`src/sv/qvt_pkg.sv`:
```
// ----------------------------------------------------------------------------
// qvt_pkg
// Shared types and constants of the quorum vote tally table.
// ----------------------------------------------------------------------------
`default_nettype none

package qvt_pkg;

   localparam int CMD_W      = 2;
   localparam int INDEX_W    = 4;
   localparam int STATUS_W   = 2;
   localparam int PSTAT_W    = 2;
   localparam int SLOT_OUT_W = 4;
   localparam int COUNT_OUT_W = 6;
   localparam int QUORUM_W   = 7;

   localparam logic [QUORUM_W-1:0] QUORUM_RESET = 7'd66;
   localparam logic [QUORUM_W-1:0] PERCENT_FULL = 7'd100;

   typedef enum logic [CMD_W-1:0] {
      CMD_REGISTER = 2'd0,
      CMD_PROPOSE  = 2'd1,
      CMD_VOTE     = 2'd2,
      CMD_UNUSED   = 2'd3
   } cmd_type;

   typedef enum logic [STATUS_W-1:0] {
      ST_OK          = 2'd0,
      ST_FULL        = 2'd1,
      ST_UNKNOWN     = 2'd2,
      ST_NOT_PENDING = 2'd3
   } status_type;

   typedef enum logic [PSTAT_W-1:0] {
      PS_PENDING  = 2'd0,
      PS_REJECTED = 2'd1,
      PS_APPLIED  = 2'd2
   } prop_status_type;

   typedef enum logic [2:0] {
      S_IDLE,
      S_READ,
      S_MUL_YES,
      S_MUL_QRM,
      S_DECIDE
   } state_type;

endpackage

`default_nettype wire

```
`src/sv/qvt_table.sv`:
```
// ----------------------------------------------------------------------------
// qvt_table
// Proposal slot memory: one write port, one read port with registered data.
// ----------------------------------------------------------------------------
`default_nettype none

module qvt_table
   import qvt_pkg::*;
#(
   parameter int DEPTH  = 16,
   parameter int ADDR_W = 4,
   parameter int DATA_W = 20
) (
   input  wire logic              clock,
   input  wire logic              wr_en,
   input  wire logic [ADDR_W-1:0] wr_addr,
   input  wire logic [DATA_W-1:0] wr_data,
   input  wire logic              rd_en,
   input  wire logic [ADDR_W-1:0] rd_addr,
   output logic      [DATA_W-1:0] rd_data
);

   logic [DATA_W-1:0] mem [DEPTH];
   logic [DATA_W-1:0] rd_data_ff;

   always_ff @(posedge clock) begin
      if (wr_en) begin
         mem[wr_addr] <= wr_data;
      end
   end

   always_ff @(posedge clock) begin
      if (rd_en) begin
         rd_data_ff <= mem[rd_addr];
      end
   end

   assign rd_data = rd_data_ff;

endmodule

`default_nettype wire

```
`src/sv/quorum_vote_tally_table.sv`:
```
// ----------------------------------------------------------------------------
// quorum_vote_tally_table
// Table of proposals with voter registration, tallies and quorum decision.
// ----------------------------------------------------------------------------
// A transaction is taken when start is high and busy is low. Register, propose
// and unused commands complete in the accept cycle: busy stays low and the
// result is strobed on rsp_strobe in the next cycle. A vote passes through the
// busy states S_READ (slot memory read), S_MUL_YES (yes product), S_MUL_QRM
// (quorum product) and S_DECIDE (decide and write back), set by the registered
// memory read and the single multiplier used twice; a vote on an unknown slot
// ends in S_READ, one on a decided proposal in S_MUL_YES. Each result is on
// the rsp_ ports for exactly one cycle and must be taken then: the receiver
// cannot stall. Write csr_wr_data to the quorum percent only while idle.
// ----------------------------------------------------------------------------
`default_nettype none

module quorum_vote_tally_table
   import qvt_pkg::*;
#(
   parameter int VOTER_LIMIT    = 32,
   parameter int PROPOSAL_SLOTS = 16
) (
   input  wire logic                   clock,
   input  wire logic                   reset,
   input  wire logic                   start,
   output logic                        busy,
   input  wire logic [CMD_W-1:0]       req_cmd,
   input  wire logic [INDEX_W-1:0]     req_proposal_index,
   input  wire logic                   req_approve,
   output logic                        rsp_strobe,
   output logic [STATUS_W-1:0]         rsp_status,
   output logic [SLOT_OUT_W-1:0]       rsp_slot,
   output logic [PSTAT_W-1:0]          rsp_proposal_status,
   output logic [COUNT_OUT_W-1:0]      rsp_yes_votes,
   output logic [COUNT_OUT_W-1:0]      rsp_no_votes,
   output logic [COUNT_OUT_W-1:0]      rsp_voter_total,
   input  wire logic                   csr_wr_en,
   input  wire logic [QUORUM_W-1:0]    csr_wr_data
);

   localparam int VOTE_W  = $clog2(VOTER_LIMIT + 1);
   localparam int CNT_W   = $clog2(PROPOSAL_SLOTS + 1);
   localparam int ADDR_W  = (PROPOSAL_SLOTS > 1) ? $clog2(PROPOSAL_SLOTS) : 1;
   localparam int CMP_W   = (CNT_W > INDEX_W) ? CNT_W : INDEX_W;
   localparam int ENTRY_W = 3 * VOTE_W + PSTAT_W;
   localparam int PROD_W  = VOTE_W + QUORUM_W;

   state_type state_ff, state_in;

   logic [QUORUM_W-1:0] quorum_ff;
   logic [VOTE_W-1:0]   voters_ff, voters_in;
   logic [CNT_W-1:0]    open_ff, open_in;
   cmd_type             cmd_ff;
   logic [INDEX_W-1:0]  idx_ff;
   logic                approve_ff;
   logic [PROD_W-1:0]   prod_yes_ff, prod_qrm_ff;

   logic                       rsp_strobe_ff;
   status_type                 rsp_status_ff;
   logic [SLOT_OUT_W-1:0]      rsp_slot_ff;
   prop_status_type            rsp_pstat_ff;
   logic [COUNT_OUT_W-1:0]     rsp_yes_ff, rsp_no_ff, rsp_voters_ff;

   logic                   accept;
   logic                   finish;
   status_type             res_status;
   logic [SLOT_OUT_W-1:0]  res_slot;
   prop_status_type        res_pstat;
   logic [VOTE_W-1:0]      res_yes, res_no;

   logic               wr_en, rd_en;
   logic [ADDR_W-1:0]  wr_addr, rd_addr;
   logic [ENTRY_W-1:0] wr_data, rd_data;

   logic [VOTE_W-1:0]   mul_a;
   logic [QUORUM_W-1:0] mul_b;
   logic [PROD_W-1:0]   mul_out;

   logic [CMP_W-1:0]   idx_cmp, open_cmp;
   logic               unknown;
   prop_status_type    rd_pstat, new_pstat;
   logic [VOTE_W-1:0]  rd_yes, rd_no, rd_elect, yes_new, no_new;
   logic [VOTE_W:0]    cast_sum;

   assign busy   = (state_ff != S_IDLE);
   assign accept = start && !busy;

   assign idx_cmp  = CMP_W'(idx_ff);
   assign open_cmp = CMP_W'(open_ff);
   assign unknown  = (idx_cmp >= open_cmp);

   assign rd_yes   = rd_data[VOTE_W-1:0];
   assign rd_no    = rd_data[2*VOTE_W-1:VOTE_W];
   assign rd_elect = rd_data[3*VOTE_W-1:2*VOTE_W];
   assign rd_pstat = prop_status_type'(rd_data[ENTRY_W-1:3*VOTE_W]);

   assign yes_new  = rd_yes + VOTE_W'(approve_ff);
   assign no_new   = rd_no + VOTE_W'(!approve_ff);
   assign cast_sum = (VOTE_W+1)'(yes_new) + (VOTE_W+1)'(no_new);

   assign mul_out = PROD_W'(mul_a) * PROD_W'(mul_b);

   always_comb begin
      if (rd_elect == '0) begin
         new_pstat = PS_REJECTED;
      end else if (prod_yes_ff >= prod_qrm_ff) begin
         new_pstat = PS_APPLIED;
      end else if (cast_sum == (VOTE_W+1)'(rd_elect)) begin
         new_pstat = PS_REJECTED;
      end else begin
         new_pstat = PS_PENDING;
      end
   end

   qvt_table #(
      .DEPTH  (PROPOSAL_SLOTS),
      .ADDR_W (ADDR_W),
      .DATA_W (ENTRY_W)
   ) u_table (
      .clock   (clock),
      .wr_en   (wr_en),
      .wr_addr (wr_addr),
      .wr_data (wr_data),
      .rd_en   (rd_en),
      .rd_addr (rd_addr),
      .rd_data (rd_data)
   );

   always_comb begin
      state_in = state_ff;
      case (state_ff)
         S_IDLE: begin
            if (accept && cmd_type'(req_cmd) == CMD_VOTE) begin
               state_in = S_READ;
            end
         end
         S_READ: begin
            state_in = unknown ? S_IDLE : S_MUL_YES;
         end
         S_MUL_YES: begin
            state_in = (rd_pstat != PS_PENDING) ? S_IDLE : S_MUL_QRM;
         end
         S_MUL_QRM: begin
            state_in = S_DECIDE;
         end
         S_DECIDE: begin
            state_in = S_IDLE;
         end
         default: begin
            state_in = S_IDLE;
         end
      endcase
   end

   always_comb begin
      finish     = 1'b0;
      res_status = ST_OK;
      res_slot   = '0;
      res_pstat  = PS_PENDING;
      res_yes    = '0;
      res_no     = '0;
      voters_in  = voters_ff;
      open_in    = open_ff;
      wr_en      = 1'b0;
      wr_addr    = ADDR_W'(open_ff);
      wr_data    = '0;
      rd_en      = 1'b0;
      rd_addr    = ADDR_W'(idx_cmp);
      mul_a      = rd_yes;
      mul_b      = PERCENT_FULL;
      case (state_ff)
         S_IDLE: begin
            if (accept) begin
               case (cmd_type'(req_cmd))
                  CMD_REGISTER: begin
                     finish = 1'b1;
                     if (voters_ff >= VOTE_W'(VOTER_LIMIT)) begin
                        res_status = ST_FULL;
                     end else begin
                        voters_in = voters_ff + VOTE_W'(1);
                     end
                  end
                  CMD_PROPOSE: begin
                     finish = 1'b1;
                     if (open_ff >= CNT_W'(PROPOSAL_SLOTS)) begin
                        res_status = ST_FULL;
                     end else begin
                        wr_en    = 1'b1;
                        wr_data  = {PS_PENDING, voters_ff, {VOTE_W{1'b0}}, {VOTE_W{1'b0}}};
                        open_in  = open_ff + CNT_W'(1);
                        res_slot = SLOT_OUT_W'(open_ff);
                     end
                  end
                  CMD_VOTE: begin
                  end
                  default: begin
                     finish = 1'b1;
                  end
               endcase
            end
         end
         S_READ: begin
            if (unknown) begin
               finish     = 1'b1;
               res_status = ST_UNKNOWN;
            end else begin
               rd_en = 1'b1;
            end
         end
         S_MUL_YES: begin
            if (rd_pstat != PS_PENDING) begin
               finish     = 1'b1;
               res_status = ST_NOT_PENDING;
               res_slot   = SLOT_OUT_W'(idx_ff);
               res_pstat  = rd_pstat;
               res_yes    = rd_yes;
               res_no     = rd_no;
            end
            mul_a = yes_new;
            mul_b = PERCENT_FULL;
         end
         S_MUL_QRM: begin
            mul_a = rd_elect;
            mul_b = quorum_ff;
         end
         S_DECIDE: begin
            finish    = 1'b1;
            wr_en     = 1'b1;
            wr_addr   = ADDR_W'(idx_cmp);
            wr_data   = {new_pstat, rd_elect, no_new, yes_new};
            res_slot  = SLOT_OUT_W'(idx_ff);
            res_pstat = new_pstat;
            res_yes   = yes_new;
            res_no    = no_new;
         end
         default: begin
         end
      endcase
   end

   always_ff @(posedge clock) begin
      if (reset) begin
         state_ff      <= S_IDLE;
         quorum_ff     <= QUORUM_RESET;
         voters_ff     <= '0;
         open_ff       <= '0;
         rsp_strobe_ff <= 1'b0;
      end else begin
         state_ff      <= state_in;
         voters_ff     <= voters_in;
         open_ff       <= open_in;
         rsp_strobe_ff <= finish;
         if (csr_wr_en) begin
            quorum_ff <= csr_wr_data;
         end
      end
   end

   always_ff @(posedge clock) begin
      if (accept) begin
         cmd_ff     <= cmd_type'(req_cmd);
         idx_ff     <= req_proposal_index;
         approve_ff <= req_approve;
      end
      if (state_ff == S_MUL_YES) begin
         prod_yes_ff <= mul_out;
      end
      if (state_ff == S_MUL_QRM) begin
         prod_qrm_ff <= mul_out;
      end
      if (finish) begin
         rsp_status_ff <= res_status;
         rsp_slot_ff   <= res_slot;
         rsp_pstat_ff  <= res_pstat;
         rsp_yes_ff    <= COUNT_OUT_W'(res_yes);
         rsp_no_ff     <= COUNT_OUT_W'(res_no);
         rsp_voters_ff <= COUNT_OUT_W'(voters_in);
      end
   end

   assign rsp_strobe          = rsp_strobe_ff;
   assign rsp_status          = rsp_status_ff;
   assign rsp_slot            = rsp_slot_ff;
   assign rsp_proposal_status = rsp_pstat_ff;
   assign rsp_yes_votes       = rsp_yes_ff;
   assign rsp_no_votes        = rsp_no_ff;
   assign rsp_voter_total     = rsp_voters_ff;

   a_voter_limit: assert property (@(posedge clock) disable iff (reset)
      voters_ff <= VOTE_W'(VOTER_LIMIT))
      else $error("voter count above limit");

   a_slot_limit: assert property (@(posedge clock) disable iff (reset)
      open_ff <= CNT_W'(PROPOSAL_SLOTS))
      else $error("open proposal count above slot count");

   a_vote_busy: assert property (@(posedge clock) disable iff (reset)
      (accept && cmd_type'(req_cmd) == CMD_VOTE) |=> busy)
      else $error("vote transaction did not hold busy");

   a_decide_result: assert property (@(posedge clock) disable iff (reset)
      (state_ff == S_DECIDE) |=> (rsp_strobe && rsp_status == ST_OK))
      else $error("decided vote gave no ok result");

   a_cmd_held: assert property (@(posedge clock) disable iff (reset)
      (state_ff == S_MUL_YES) |-> (cmd_ff == CMD_VOTE))
      else $error("vote sequence running for another command");

endmodule

`default_nettype wire
```
`config.mk`:
```
export PLATFORM = sky130hd
export DESIGN_NAME = quorum_vote_tally_table
export DESIGN_NICKNAME = d
export VERILOG_FILES = /design/src/sv/qvt_pkg.sv /design/src/sv/qvt_table.sv /design/src/sv/quorum_vote_tally_table.sv
export SDC_FILE = /design/constraint.sdc
export NUM_CORES = 1
export LEC_CHECK = 0
export ABC_AREA = 1
export BUFFER_PORTS_ARGS = -buffer_cell sky130_fd_sc_hd__buf_2
export CORE_MARGIN = 2
export CORE_UTILIZATION = 45
export CTS_CLUSTER_DIAMETER = 40
export DETAILED_ROUTE_END_ITERATION = 12
export SKIP_CTS_REPAIR_TIMING = 1
export SYNTH_ARGS = -nofsm -noshare
export SYNTH_HDL_FRONTEND = slang
export SYNTH_HIERARCHICAL = 1
export SYNTH_SLANG_ARGS = --single-unit
```
`constraint.sdc`:
```
create_clock -name clock -period 14.5 [get_ports clock]
set_clock_uncertainty 0.2 [all_clocks]
set_input_delay 0.725 -clock clock [delete_from_list [all_inputs] [get_ports clock]]
set_output_delay 0.725 -clock clock [all_outputs]
set_load 0.005 [all_outputs]
```
### Word level (Yosys, flattened, before mapping)

Memory sizes are Yosys's and may differ from the RTL's. A register that Yosys moved wholly into a read port is not among the register bits.
Cells that the tools add are included.
Widths: inputs -> output; s select.

* memories: 1
* register bits: 79
* bits of input ports: 18
* output and inout bits: 28
* RAM bits: 320
* logic and storage cells: 94

Memories
* u_table.mem: depth 16, width 20, read ports 1, clocked after Yosys merged registers in 1, write ports 1, line qvt_table.sv:23 `logic [DATA_W-1:0] mem [DEPTH];`

* bitwise operators: 1
* eq/ne operators: 8
* reductions and logical operators: 10
* $mul: 1
* order comparisons: 4
* $add $sub $neg: 5
* multiplexer cells: 49

Operators by type and width (count)
* $mux 18: 3
* $pmux 20 s2: 1
* $mux 6: 6
* $pmux 6 s2: 3
* $mux 4: 5
* $mux 1: 15
* $mux 2: 7
* $ge 13x13->1: 1
* $mul 6x7->13: 1
* $add 6x1->6: 2
* $pmux 3 s4: 1
* $pmux 4 s3: 1
* $add 6x6->7: 1
* $eq 7x6->1: 1
* $mux 7: 1
* $add 6x1->6 const B: 1
* $eq 3x2->1 const B: 2
* $ge 6x6->1 const B: 1
* $logic_not 6->1: 1
* $pmux 2 s3: 1
* $add 5x1->5 const B: 1
* $ge 4x5->1: 1
* $ge 5x5->1 const B: 1
* $pmux 1 s2: 2
* 16 further kinds: 18

### Longest topological paths before layout

Gate-level depths: netlist of run 1.

* depth after elaboration: 8
* gate-level depth with buffers: 22
* mapped depth without buffers: 22

### Cells and area by module

Netlist of run 1, hierarchy kept.

By module, submodules not included
* qvt_table: area an instance 14392.6 µm², sequential area each 10209.8 µm², cells each 1336, times used 1
* quorum_vote_tally_table: area an instance 5567.8 µm², sequential area each 2152.1 µm², cells each 636, times used 1

### Worst setup path before layout of run 1

No wires, ideal clock.

* kind: reg2reg
* from: register u_table.rd_data_ff[0] (netlist: u_table/rd_data[0]) (read register of u_table.mem)
* to: register prod_qrm_ff[10] (data pin)
* period minus slack after synthesis: 4.666 ns
* required time: 14.036 ns
* stages on the path, launching flop included: 21
* arrival time: 4.202 ns
* buffers on the path: 0
* setup time: 0.264 ns
* path slack: 9.834 ns
* cells stage by stage: edfxtp_1 -> ha_1 -> ha_1 -> nand3_1 -> xor2_1 -> inv_1 -> o21a_1 -> inv_1 -> nor2_1 -> fa_1 -> fa_1 -> inv_1 -> fa_1 -> inv_1 -> ha_1 -> nand2_1 -> o21ai_0 -> a21oi_1 -> nor3_1 -> nor2_1 -> xor2_1

* word-level cells in the longest chain between the ends: 3

RTL lines
* start: declaration: line qvt_table.sv:24 `logic [DATA_W-1:0] rd_data_ff;`
* $add 6x1->6: line quorum_vote_tally_table.sv:97 `assign yes_new = rd_yes + VOTE_W'(approve_ff);`
* $pmux 6 s2 *: line quorum_vote_tally_table.sv:171 `case (state_ff)`
* $mul 6x7->13 *: line quorum_vote_tally_table.sv:101 `assign mul_out = PROD_W'(mul_a) * PROD_W'(mul_b);`
* named net mul_out[10]: line quorum_vote_tally_table.sv:77 `logic [PROD_W-1:0] mul_out;`
* end signal: assignment: line quorum_vote_tally_table.sv:269 `prod_qrm_ff <= mul_out;`
* end: declaration: line quorum_vote_tally_table.sv:56 `logic [PROD_W-1:0] prod_yes_ff, prod_qrm_ff;`

The timed path passes the listed nets; every way through them passes the cells marked *.
A chain may end at the register's enable or synchronous reset.

### Worst setup path after layout of run 1

Ends and elaborated chain as after synthesis.

==> summary.txt, run 1 <==
Yosys
  • Sequential fraction of the synthesis area: between 60% and 70%
  • Yosys reg bits: roughly 420
  • Yosys cell types: 44
  • Ys async rst share: 0%
  • Ys flop type: edfxtp_1
  • Syn_area_per_cell: just over 10 µm²
  • Yosys warns: 6
  • Number of flops mapped to enable cells by yosys: 397
  • Syn Std Cell Area: between 15000 and 20000 µm²
  • Syn nets: around 2.1k
  • Syn Inst Count: approximately 2k

Floorplan
  • Die width: ~210 µm
  • Chip Height: between 200 and 250 µm
  • Ports: between 40 and 50
  • Num rows: 77
  • Core Region: 44000 µm²
  • Die area: between 40000 and 50000 µm²
  • Initial core utilization: 45.3%

Run status
  • Status: completed

Detailed routing
  • Routed vias/inst: approximately 5.1
  • DRT iter0 DRCs: around 1.2k
  • Routed wl met2: roughly 22000 µm
  • Vias: 13.7k
  • Final ANT Viol Nets: 0
  • Max layer used: met4
  • Routed Wire Length: 48400 µm
  • Post-Route M1 WL: 21100 µm
  • Remaining DRCs: 0
  • Wire length on met3: 3930 µm
  • First-pass iteration count of the detailed router: 5
  • Drt wl/cell: between 15 and 20 µm

Power and ir drop
  • Psw: between 0.7 and 0.8 mW
  • Switching Share: between 20% and 30%
  • Reg power frac: 42.3%
  • Leakage Power: 10.1 nW
  • Final Power: about 3.2 mW
  • Internal power: around 2.4 mW
  • Clk network pwr share: approximately 52%
  • Pwr Density: approximately 140 nW/µm²
  • Max VDD drop: ~0.077 mV
  • Combinational power share: under 10%

Setup path
  • Arr. time, crit path: ~5.3 ns
  • Critical path type: reg -> reg
  • Critical path endpoint category: flip-flop
  • Worst EP required: about 15 ns
  • Startpoint Class: flip-flop
  • Largest fanout on the critical path: 5

GRT
  • Vias in the first global route: ~13k
  • GRT Overall Usage: 21.4%
  • Antenna violations before repair: 0
  • Largest net degree at the start of global routing: between 100 and 150
  • Total gr overflow: 0
  • First-pass GRT wire length: ~76000 µm

Timing
  • Final-report max-slew violation count: 0
  • Actual slew at the worst max-slew pin: between 1 and 1.5 ns
  • Period utilisation layout: between 30% and 40%
  • Hold Vio Cnt, Final: 0
  • Total negative setup slack: 0 ns
  • Top achievable clock speed: 0.193 GHz
  • Slew margin rel.: between 10% and 20%
  • RSZ-0062 raised after global routing: no
  • Min Tclk post-route: just over 5 ns
  • Final Setup Violations: 0

Place
  • I/O Buffers: 45
  • GP Congestion: approximately 0.88
  • DP HPWL: between 20000 and 30000 µm

Clock network
  • Root buf cell: clkbuf_16
  • Clock sink count: about 420
  • H-tree Lvls: 3
  • CTS max path bufs: 3
  • Total CTS buffers: 68
  • Clock Latency Late Sink: approximately 0.58 ns
  • CTS clk-pin slew, worst paths: ~0.050 ns
  • CTS tree: done

Final layout
  • Diode count: 0
  • Fraction of layout cells with a size suffix above 1: a little under an eighth
  • Area Growth Syn to Fin: 16.0%
  • Final net count: 2142

Worst hold path
  • Hold crit path type: in -> reg

Run
  • Max-Cap Viols: 0
[layer usage]
metal  vias up  global-route usage (%)
li1       6587                       -
met3        75                    4.09
met2       511                    33.7
met5         -                       0
met4         0                    7.62
met1      6523                    29.7
[cell type report]
| cell class | count | area (µm²) |
|---|---|---|
| flip-flops and latches | 419 | 12400 |
| well taps | 592 | 741 |
| repair buffers | 78 | 473 |
| clock inverters | 49 | 581 |
| clock buffers | 77 | 1760 |
| multi-input cells | 1102 | 5790 |
| inverters | 381 | 1450 |
| fillers | 3823 | 20900 |
[sequential cells by signal, indices dropped and copies added (netlist names)]
name	cells
approve_ff	1
idx_ff	4
open_cmp	5
prod_qrm_ff	13
prod_yes_ff	13
quorum_ff	7
rsp_no_votes	6
rsp_proposal_status	2
rsp_slot	4
rsp_status	2
rsp_strobe	1
rsp_voter_total	6
rsp_yes_votes	6
state_ff	3
u_table/mem	320
u_table/rd_data	20
voters_ff	6
[through the flow]
| stage | cells | hold slack, ns | setup WS, ns | instance area, µm² | utilization (%) |
|---|---|---|---|---|---|
| 2_1_floorplan | 1972 | 0.229 | 9.83 | 20000 | - |
| 3_3_place_gp | 2572 | 0.285 | 9.52 | 20800 | 47.3 |
| 3_5_place_dp | 2572 | 0.292 | 9.36 | 20800 | 47.3 |
| 4_1_cts | 2698 | 0.0970 | 9.35 | 23100 | 52.6 |
| 5_1_grt | 2698 | 0.112 | 9.02 | 23100 | 52.6 |
| 6_report | 2698 | 0.122 | 9.32 | 23100 | 52.6 |
[worst max-delay path, cell delays in order (launching register included)]
cell,delay (ns)
edfxtp_1,0.44
ha_1,0.27
ha_1,0.24
nand3_1,0.11
xor2_1,0.28
inv_1,0.12
o21a_1,0.22
inv_1,0.13
nor2_1,0.07
fa_1,0.50
fa_1,0.55
inv_1,0.05
fa_1,0.53
inv_1,0.04
ha_1,0.37
nand2_1,0.09
o21ai_0,0.25
a21oi_1,0.10
nor3_1,0.14
nor2_1,0.07
xor2_1,0.15
[power groups by stage]
stage | combinational [mW] | sequential [mW] | clock (mW)
final | 0.192 | 1.34 | 1.63
after global routing | 0.216 | 1.34 | 1.72
after CTS | 0.192 | 1.34 | 1.66
after detailed placement | 0.191 | 1.36 | 0
after global placement | 0.188 | 1.36 | 0
after floorplan | 0.134 | 1.36 | 0
[Yosys cell counts (all sizes together) (3+ instances only)]
| cell | n | area share [%] |
|---|---|---|
| nand2 | 523 | 10 |
| edfxtp | 397 | 60 |
| inv | 381 | 7.2 |
| nand3 | 272 | 6.8 |
| nor2 | 102 | 2.2 |
| buf | 54 | 1.7 |
| ha | 52 | 3.3 |
| o21ai | 27 | 0.70 |
| a21oi | 23 | 0.61 |
| dfxtp | 22 | 2.2 |
| fa | 22 | 2.2 |
| xor2 | 17 | 0.75 |
| clkbuf | 16 | 0.30 |
| nand4 | 12 | 0.38 |
| o22ai | 12 | 0.38 |
| nor3 | 11 | 0.36 |
| o21a | 5 | 0.19 |
| o32ai | 4 | 0.18 |
| xnor2 | 4 | 0.18 |
| a22oi | 3 | 0.11 |
[logic make-up after synthesis]
group,after synthesis,synth area share [%]
flops,419,61.9
buf+inv,451,9.28
simple gates,925,19.9
xor+xnor,21,0.921
compound gates,82,2.46
fa+ha+maj,74,5.47
[cells in the final DEF (no fill, tap or decap), drive strengths merged, types with 2 or more instances in the layout]
cell type,synthesis,routed
nand2,523,523
edfxtp,397,397
inv,381,391
nand3,272,272
nor2,102,102
buf,54,78
clkbuf,16,77
ha,52,52
o21ai,27,27
clkinv,0,26
a21oi,23,23
fa,22,22
dfxtp,22,22
xor2,17,17
nand4,12,12
o22ai,12,12
nor3,11,11
bufinv,0,9
o21a,5,5
xnor2,4,4
o32ai,4,4
clkinvlp,0,4
a22oi,3,3
a21o,2,2
o21bai,2,2
or2,2,2
a31oi,2,2
nand3b,2,2
[worst paths after layout]
kind	slack [ns]	start	cells past startpoint	endpoint
setup / recovery	9.32	u_table/rd_data[0]	20	prod_qrm_ff[10]
hold / removal	0.12	req_proposal_index[2]	1	idx_ff[2]
setup reg to reg	9.32	u_table/rd_data[0]	20	prod_qrm_ff[10]
hold reg to reg	0.30	open_cmp[3]	2	open_cmp[4]
No activity file was read; power rests on OpenSTA's default activity.
==> run 2, diff against run 1 <==
clock period = 4.9 ns   (was 14.5 ns; I/O delays follow)
==> run 2 against run 1 <==
Fmax up 10%. Non-clock buffer count grew 50. Routed wire length grew 1.3%. Via count up 1.4%. Global-route usage about the same. Register-to-register slack worse by 9.1 ns. Critical path depth unchanged. Critical path type unchanged. Largest cell class unchanged. Largest power group unchanged.
==> summary.txt, run 2 (same netlist as run 1, synthesis figures left out) <==
Place
  • GP Congestion: 0.902
  • Place WS: approximately 0.00031 ns
  • I/O Buffers: 45
  • Placed cells: about 2.6k
  • Placement Cell Area: roughly 21000 µm²
  • DP HPWL: 29400 µm

Floorplan
  • Die area: ~46000 µm²
  • Core Region: 44000 µm²
  • Initial core utilization: roughly 45%
  • Chip Height: approximately 210 µm
  • Ports: 46
  • Num rows: 77
  • Die width: 215 µm

Timing
  • Actual slew at the worst max-slew pin: 1.24 ns
  • Min Tclk post-route: between 4 and 5 ns
  • RSZ-0062 raised after global routing: no
  • Period utilisation layout: between 90% and 100%
  • Final-report max-slew violation count: 0
  • Top achievable clock speed: approximately 0.21 GHz
  • Slew margin rel.: between 15 and 20%
  • Post-route setup slack: a little under 0.2 ns
  • Final Setup Violations: 0
  • Hold Vio Cnt, Final: 0
  • Total negative setup slack: 0 ns

Clock network
  • H-tree Lvls: 2
  • Total CTS buffers: 58
  • CTS clk-pin slew, worst paths: 0.05 ns
  • Clock Latency Late Sink: around 0.62 ns
  • CTS tree: done
  • Root buf cell: clkbuf_16
  • CTS max path bufs: 3
  • Clock sink count: 419

Run status
  • Status: completed

Setup path
  • Crit path from: approve_ff
  • Startpoint Class: flip-flop
  • Worst EP required: 5.05 ns
  • Critical path type: reg -> reg
  • Arr. time, crit path: between 4 and 5 ns
  • Largest fanout on the critical path: 4
  • Critical path endpoint category: flip-flop
  • RR Startpoint: approve_ff

Final layout
  • Fin util: between 50% and 60%
  • Area of the multi-input gates: a little under 6000 µm²
  • Final net count: around 2.2k
  • Diode count: 0
  • Commonest cells after routing, fill and taps aside: nand2_1, edfxtp_1, inv_1, nand3_1, nor2_1
  • Final Cell Area: 23400 µm²
  • Leading cell type in the layout, fill and taps excluded: nand2_1
  • Area Growth Syn to Fin: 17.4%
  • Largest register by flop count: u_table/mem
  • Non-Filler Instances: 2732
  • Fraction of layout cells with a size suffix above 1: 12.5%
  • Sequential cell area: 12400 µm²
  • Max reg flops: 320
  • Filler cells: roughly 3.9k

GRT
  • Antenna violations before repair: 0
  • Largest net degree at the start of global routing: ~140
  • First-pass GRT wire length: between 70000 and 80000 µm
  • Total gr overflow: 0
  • GRT Overall Usage: between 20% and 30%
  • Vias in the first global route: about 13k

Detailed routing
  • DRT iter0 DRCs: approximately 1.3k
  • First-pass iteration count of the detailed router: 6
  • Routed Wire Length: approximately 49000 µm
  • Drt wl/cell: 17.9 µm
  • Vias: around 14k
  • Remaining DRCs: 0
  • Routed vias/inst: roughly 5.1
  • Final ANT Viol Nets: 0

Worst hold path
  • Hold crit path type: in -> reg
  • Hold Crit Start: req_proposal_index[0]

Run
  • Max-Cap Viols: 0

Power and ir drop
  • Pwr Density: 381 nW/µm²
  • Leakage Power: between 10 and 15 nW
  • Max VDD drop: 0.298 mV
## run 2: changes by cell type in the layout (fill, tap and decap cells not counted), moves of 4 or more
cell	before	now
clkbuf_16	69	61
clkinv_2	10	3
clkbuf_1	8	3
ha_1	52	48
clkinv_4	4	11
clkbuf_8	0	4
dlygate4sd3_1	0	28
clkinv_1	9	3
buf_4	33	52
## run 2: cell type report
| type | count | area share, % |
|---|---|---|
| multi-input combinational | 1102 | 25.0 |
| timing repair buffer | 128 | 4.08 |
| inverter | 381 | 6.17 |
| sequential | 419 | 52.7 |
| tap | 592 | 3.16 |
| clock inverter | 42 | 2.07 |
| clock buffer | 68 | 6.80 |
## run 2: final timing paths
check / depth (start not counted) / slack [ns] / to
worst min-delay path: 2 / 0.15 / idx_ff[0]
worst min register to register: 2 / 0.27 / open_cmp[4]
worst max-delay path: 20 / 0.20 / prod_yes_ff[10]
worst max register to register: 20 / 0.20 / prod_yes_ff[10]
## run 2: stage by stage
stage / hold WS (ns) / total power [mW]
detailed placement: 0.225 / 4.60
finish: 0.151 / 8.93
global placement: 0.226 / 4.60
CTS: -0.424 / 8.97
global route: 0.139 / 9.21
floorplan: 0.124 / 4.42
## run 2: report_power, final
| group | switching (mW) | internal, mW |
|---|---|---|
| combinational | 0.399 | 0.203 |
| sequential | 0.0252 | 3.93 |
| clock | 1.67 | 2.69 |
## run 2: metal layers
metal | vias up | GRT usage [%] | routed length, µm
li1 | 6667 | - | -
met4 | 0 | 6.90 | 1230
met2 | 492 | 34.6 | 22800
met3 | 98 | 4.34 | 3520
met5 | - | 0 | 0
met1 | 6627 | 29.1 | 21500
## run 2: critical path: stages (launching register included)
cell	delay, ns
edfxtp_1	0.40
ha_2	0.22
ha_1	0.21
nand3_1	0.10
xor2_1	0.20
inv_1	0.08
o21a_1	0.21
inv_2	0.09
nor2_1	0.06
fa_1	0.50
fa_1	0.55
inv_1	0.06
fa_1	0.52
inv_1	0.07
ha_4	0.29
nand2_1	0.09
o21ai_2	0.19
a21oi_2	0.07
nor3_2	0.10
nor2_1	0.08
xor2_1	0.17
==> run 3, diff against run 2 <==
CORE_UTILIZATION = 37   (was 45)
==> run 3 against run 2 <==
Clock power is 1% higher. Cell area grew 0.24%. Highest routed layer unchanged. Register-to-register slack got worse by 0.07 ns. Die area is 21% higher. Clock-buffer cell count decreased by 5. Combinational power about the same. Via count down 0.76%.
==> summary.txt, run 3 (same netlist as run 1, synthesis figures left out) <==
Run status
  • Status: completed

Floorplan
  • Initial core utilization: between 30 and 40%
  • Die width: between 200 and 250 µm
  • Chip Height: 236 µm
  • Core Region: 53600 µm²
  • Num rows: 85
  • Ports: 46
  • Die area: 55800 µm²

Place
  • I/O Buffers: 45
  • DP HPWL: slightly below 30000 µm
  • GP Congestion: between 0.8 and 0.9
  • Placement Cell Area: between 20000 and 25000 µm²

GRT
  • GRT Overall Usage: approximately 18%
  • Antenna violations before repair: 1
  • First-pass GRT wire length: about 76000 µm
  • Vias in the first global route: around 13k
  • Total gr overflow: 0
  • Largest net degree at the start of global routing: 144

Power and ir drop
  • Max VDD drop: between 0.2 and 0.3 mV
  • Psw: between 2 and 2.5 mW
  • Switching Share: between 20% and 30%
  • Pwr Density: 383 nW/µm²
  • Final Power: roughly 9 mW
  • Leakage Power: ~10 nW
  • Internal power: around 6.9 mW
  • Clk network pwr share: 49.2%
  • Reg power frac: a little over two fifths
  • Combinational power share: 6.7%

Clock network
  • CTS max path bufs: 3
  • Clock sink count: 419
  • CTS clk-pin slew, worst paths: around 0.06 ns
  • Clock Latency Late Sink: slightly above 0.6 ns
  • Root buf cell: clkbuf_16
  • CTS tree: done
  • H-tree Lvls: 2
  • Total CTS buffers: 58

Timing
  • Hold Vio Cnt, Final: 0
  • Actual slew at the worst max-slew pin: between 1 and 1.5 ns
  • Total negative setup slack: 0 ns
  • Slew margin rel.: between 10% and 20%
  • Min Tclk post-route: 4.77 ns
  • Hold WS: 0.0270 ns
  • Top achievable clock speed: approximately 0.21 GHz
  • Final-report max-slew violation count: 0
  • Period utilisation layout: just under 100%
  • Final Setup Violations: 0

Final layout
  • Commonest cells after routing, fill and taps aside: nand2_1, edfxtp_1, inv_1, nand3_1, nor2_1
  • Area of the multi-input gates: between 5000 and 6000 µm²
  • Max reg flops: between 300 and 400
  • Area Growth Syn to Fin: 17.7%
  • Final Cell Area: around 23000 µm²
  • Fraction of layout cells with a size suffix above 1: 12.3%
  • Diode count: 0
  • Leading cell type in the layout, fill and taps excluded: nand2_1
  • Final net count: between 2k and 2.5k
  • Largest register by flop count: u_table/mem
  • Sequential cell area: around 12000 µm²
  • Filler cells: just under 5k

Setup path
  • Worst-case reg-to-reg path depth: 20
  • Cell at the slowest stage of the critical path: fa_1
  • Critical path endpoint category: flip-flop
  • Crit-path cells: ha_4 > ha_2 > nand3_1 > xor2_1 > inv_1 > o21a_1 > inv_2 > nor2_1 > fa_1 > fa_1 > inv_1 > fa_1 > inv_1 > ha_4 > nand2_1 > nor2_2 > a21oi_2 > nor3_1 > nor2_1 > xor2_1
  • Max incr delay on CP: about 0.54 ns
  • Levels on crit path: 20
  • Worst EP required: 5.04 ns
  • Largest fanout on the critical path: 4
  • Critical path buffers and inverters: 4
  • Startpoint Class: flip-flop
  • Delay-heaviest family, CP: adder cells
  • Critical path type: reg -> reg
  • Arr. time, crit path: between 4 and 5 ns

Run
  • Max-Cap Viols: 0

Detailed routing
  • First-pass iteration count of the detailed router: 5
  • Routed Wire Length: just under 50000 µm
  • Remaining DRCs: 0
  • Final ANT Viol Nets: 0
  • DRT iter0 DRCs: 1294
  • Drt wl/cell: around 17 µm
  • Routed vias/inst: 4.88
  • Vias: 13.8k

Worst hold path
  • Worst Hold Depth: 4
  • Hold crit path type: in -> reg
-- run 3: worst paths after layout --
check                           from               to  slack, ns
hold reg to reg          open_cmp[3]      open_cmp[4]       0.28
setup reg to reg  u_table/rd_data[0]  prod_qrm_ff[10]       0.13
setup / recovery  u_table/rd_data[0]  prod_qrm_ff[10]       0.13
hold / removal             csr_wr_en     quorum_ff[6]       0.03
-- run 3: final cells by class --
| type | count | share of cell area (%) |
|---|---|---|
| timing repair buffer | 116 | 3.58 |
| clock inverter | 46 | 2.56 |
| sequential | 419 | 52.6 |
| clock buffer | 63 | 6.39 |
| inverter | 381 | 6.15 |
| tap | 696 | 3.71 |
| multi-input combinational | 1102 | 25.0 |
-- run 3: worst min-delay path: cells and delay by family --
family        cells  cell delay, ns
simple gates      2            0.15
buf+inv           2            0.40
-- run 3: per-stage QoR --
stage | setup WS [ns] | cells | util (%)
after floorplan | 0.234 | 1972 | -
after detailed placement | -0.00732 | 2690 | 39.3
after global placement | 0.0564 | 2690 | 39.3
after global routing | -0.0464 | 2823 | 43.8
after CTS | -0.0579 | 2799 | 43.2
final | 0.125 | 2823 | 43.8
-- run 3: power groups by stage --
stage                     Sequential [mW]  Clock (mW)  Combinational [mW]
final                                3.96        4.43               0.603
after global routing                 3.96        4.66               0.672
after CTS                            3.96        4.51               0.575
after detailed placement             4.03           0               0.571
after global placement               4.03           0               0.563
after floorplan                      4.03           0               0.396
-- run 3: per-layer routing --
metal | global-route usage [%] | wire (µm) | vias to the layer above
li1 | - | - | 6634
met4 | 5.95 | 1240 | 0
met1 | 24.6 | 22100 | 6566
met5 | 0 | 0 | -
met2 | 27.9 | 22400 | 490
met3 | 2.88 | 3510 | 88
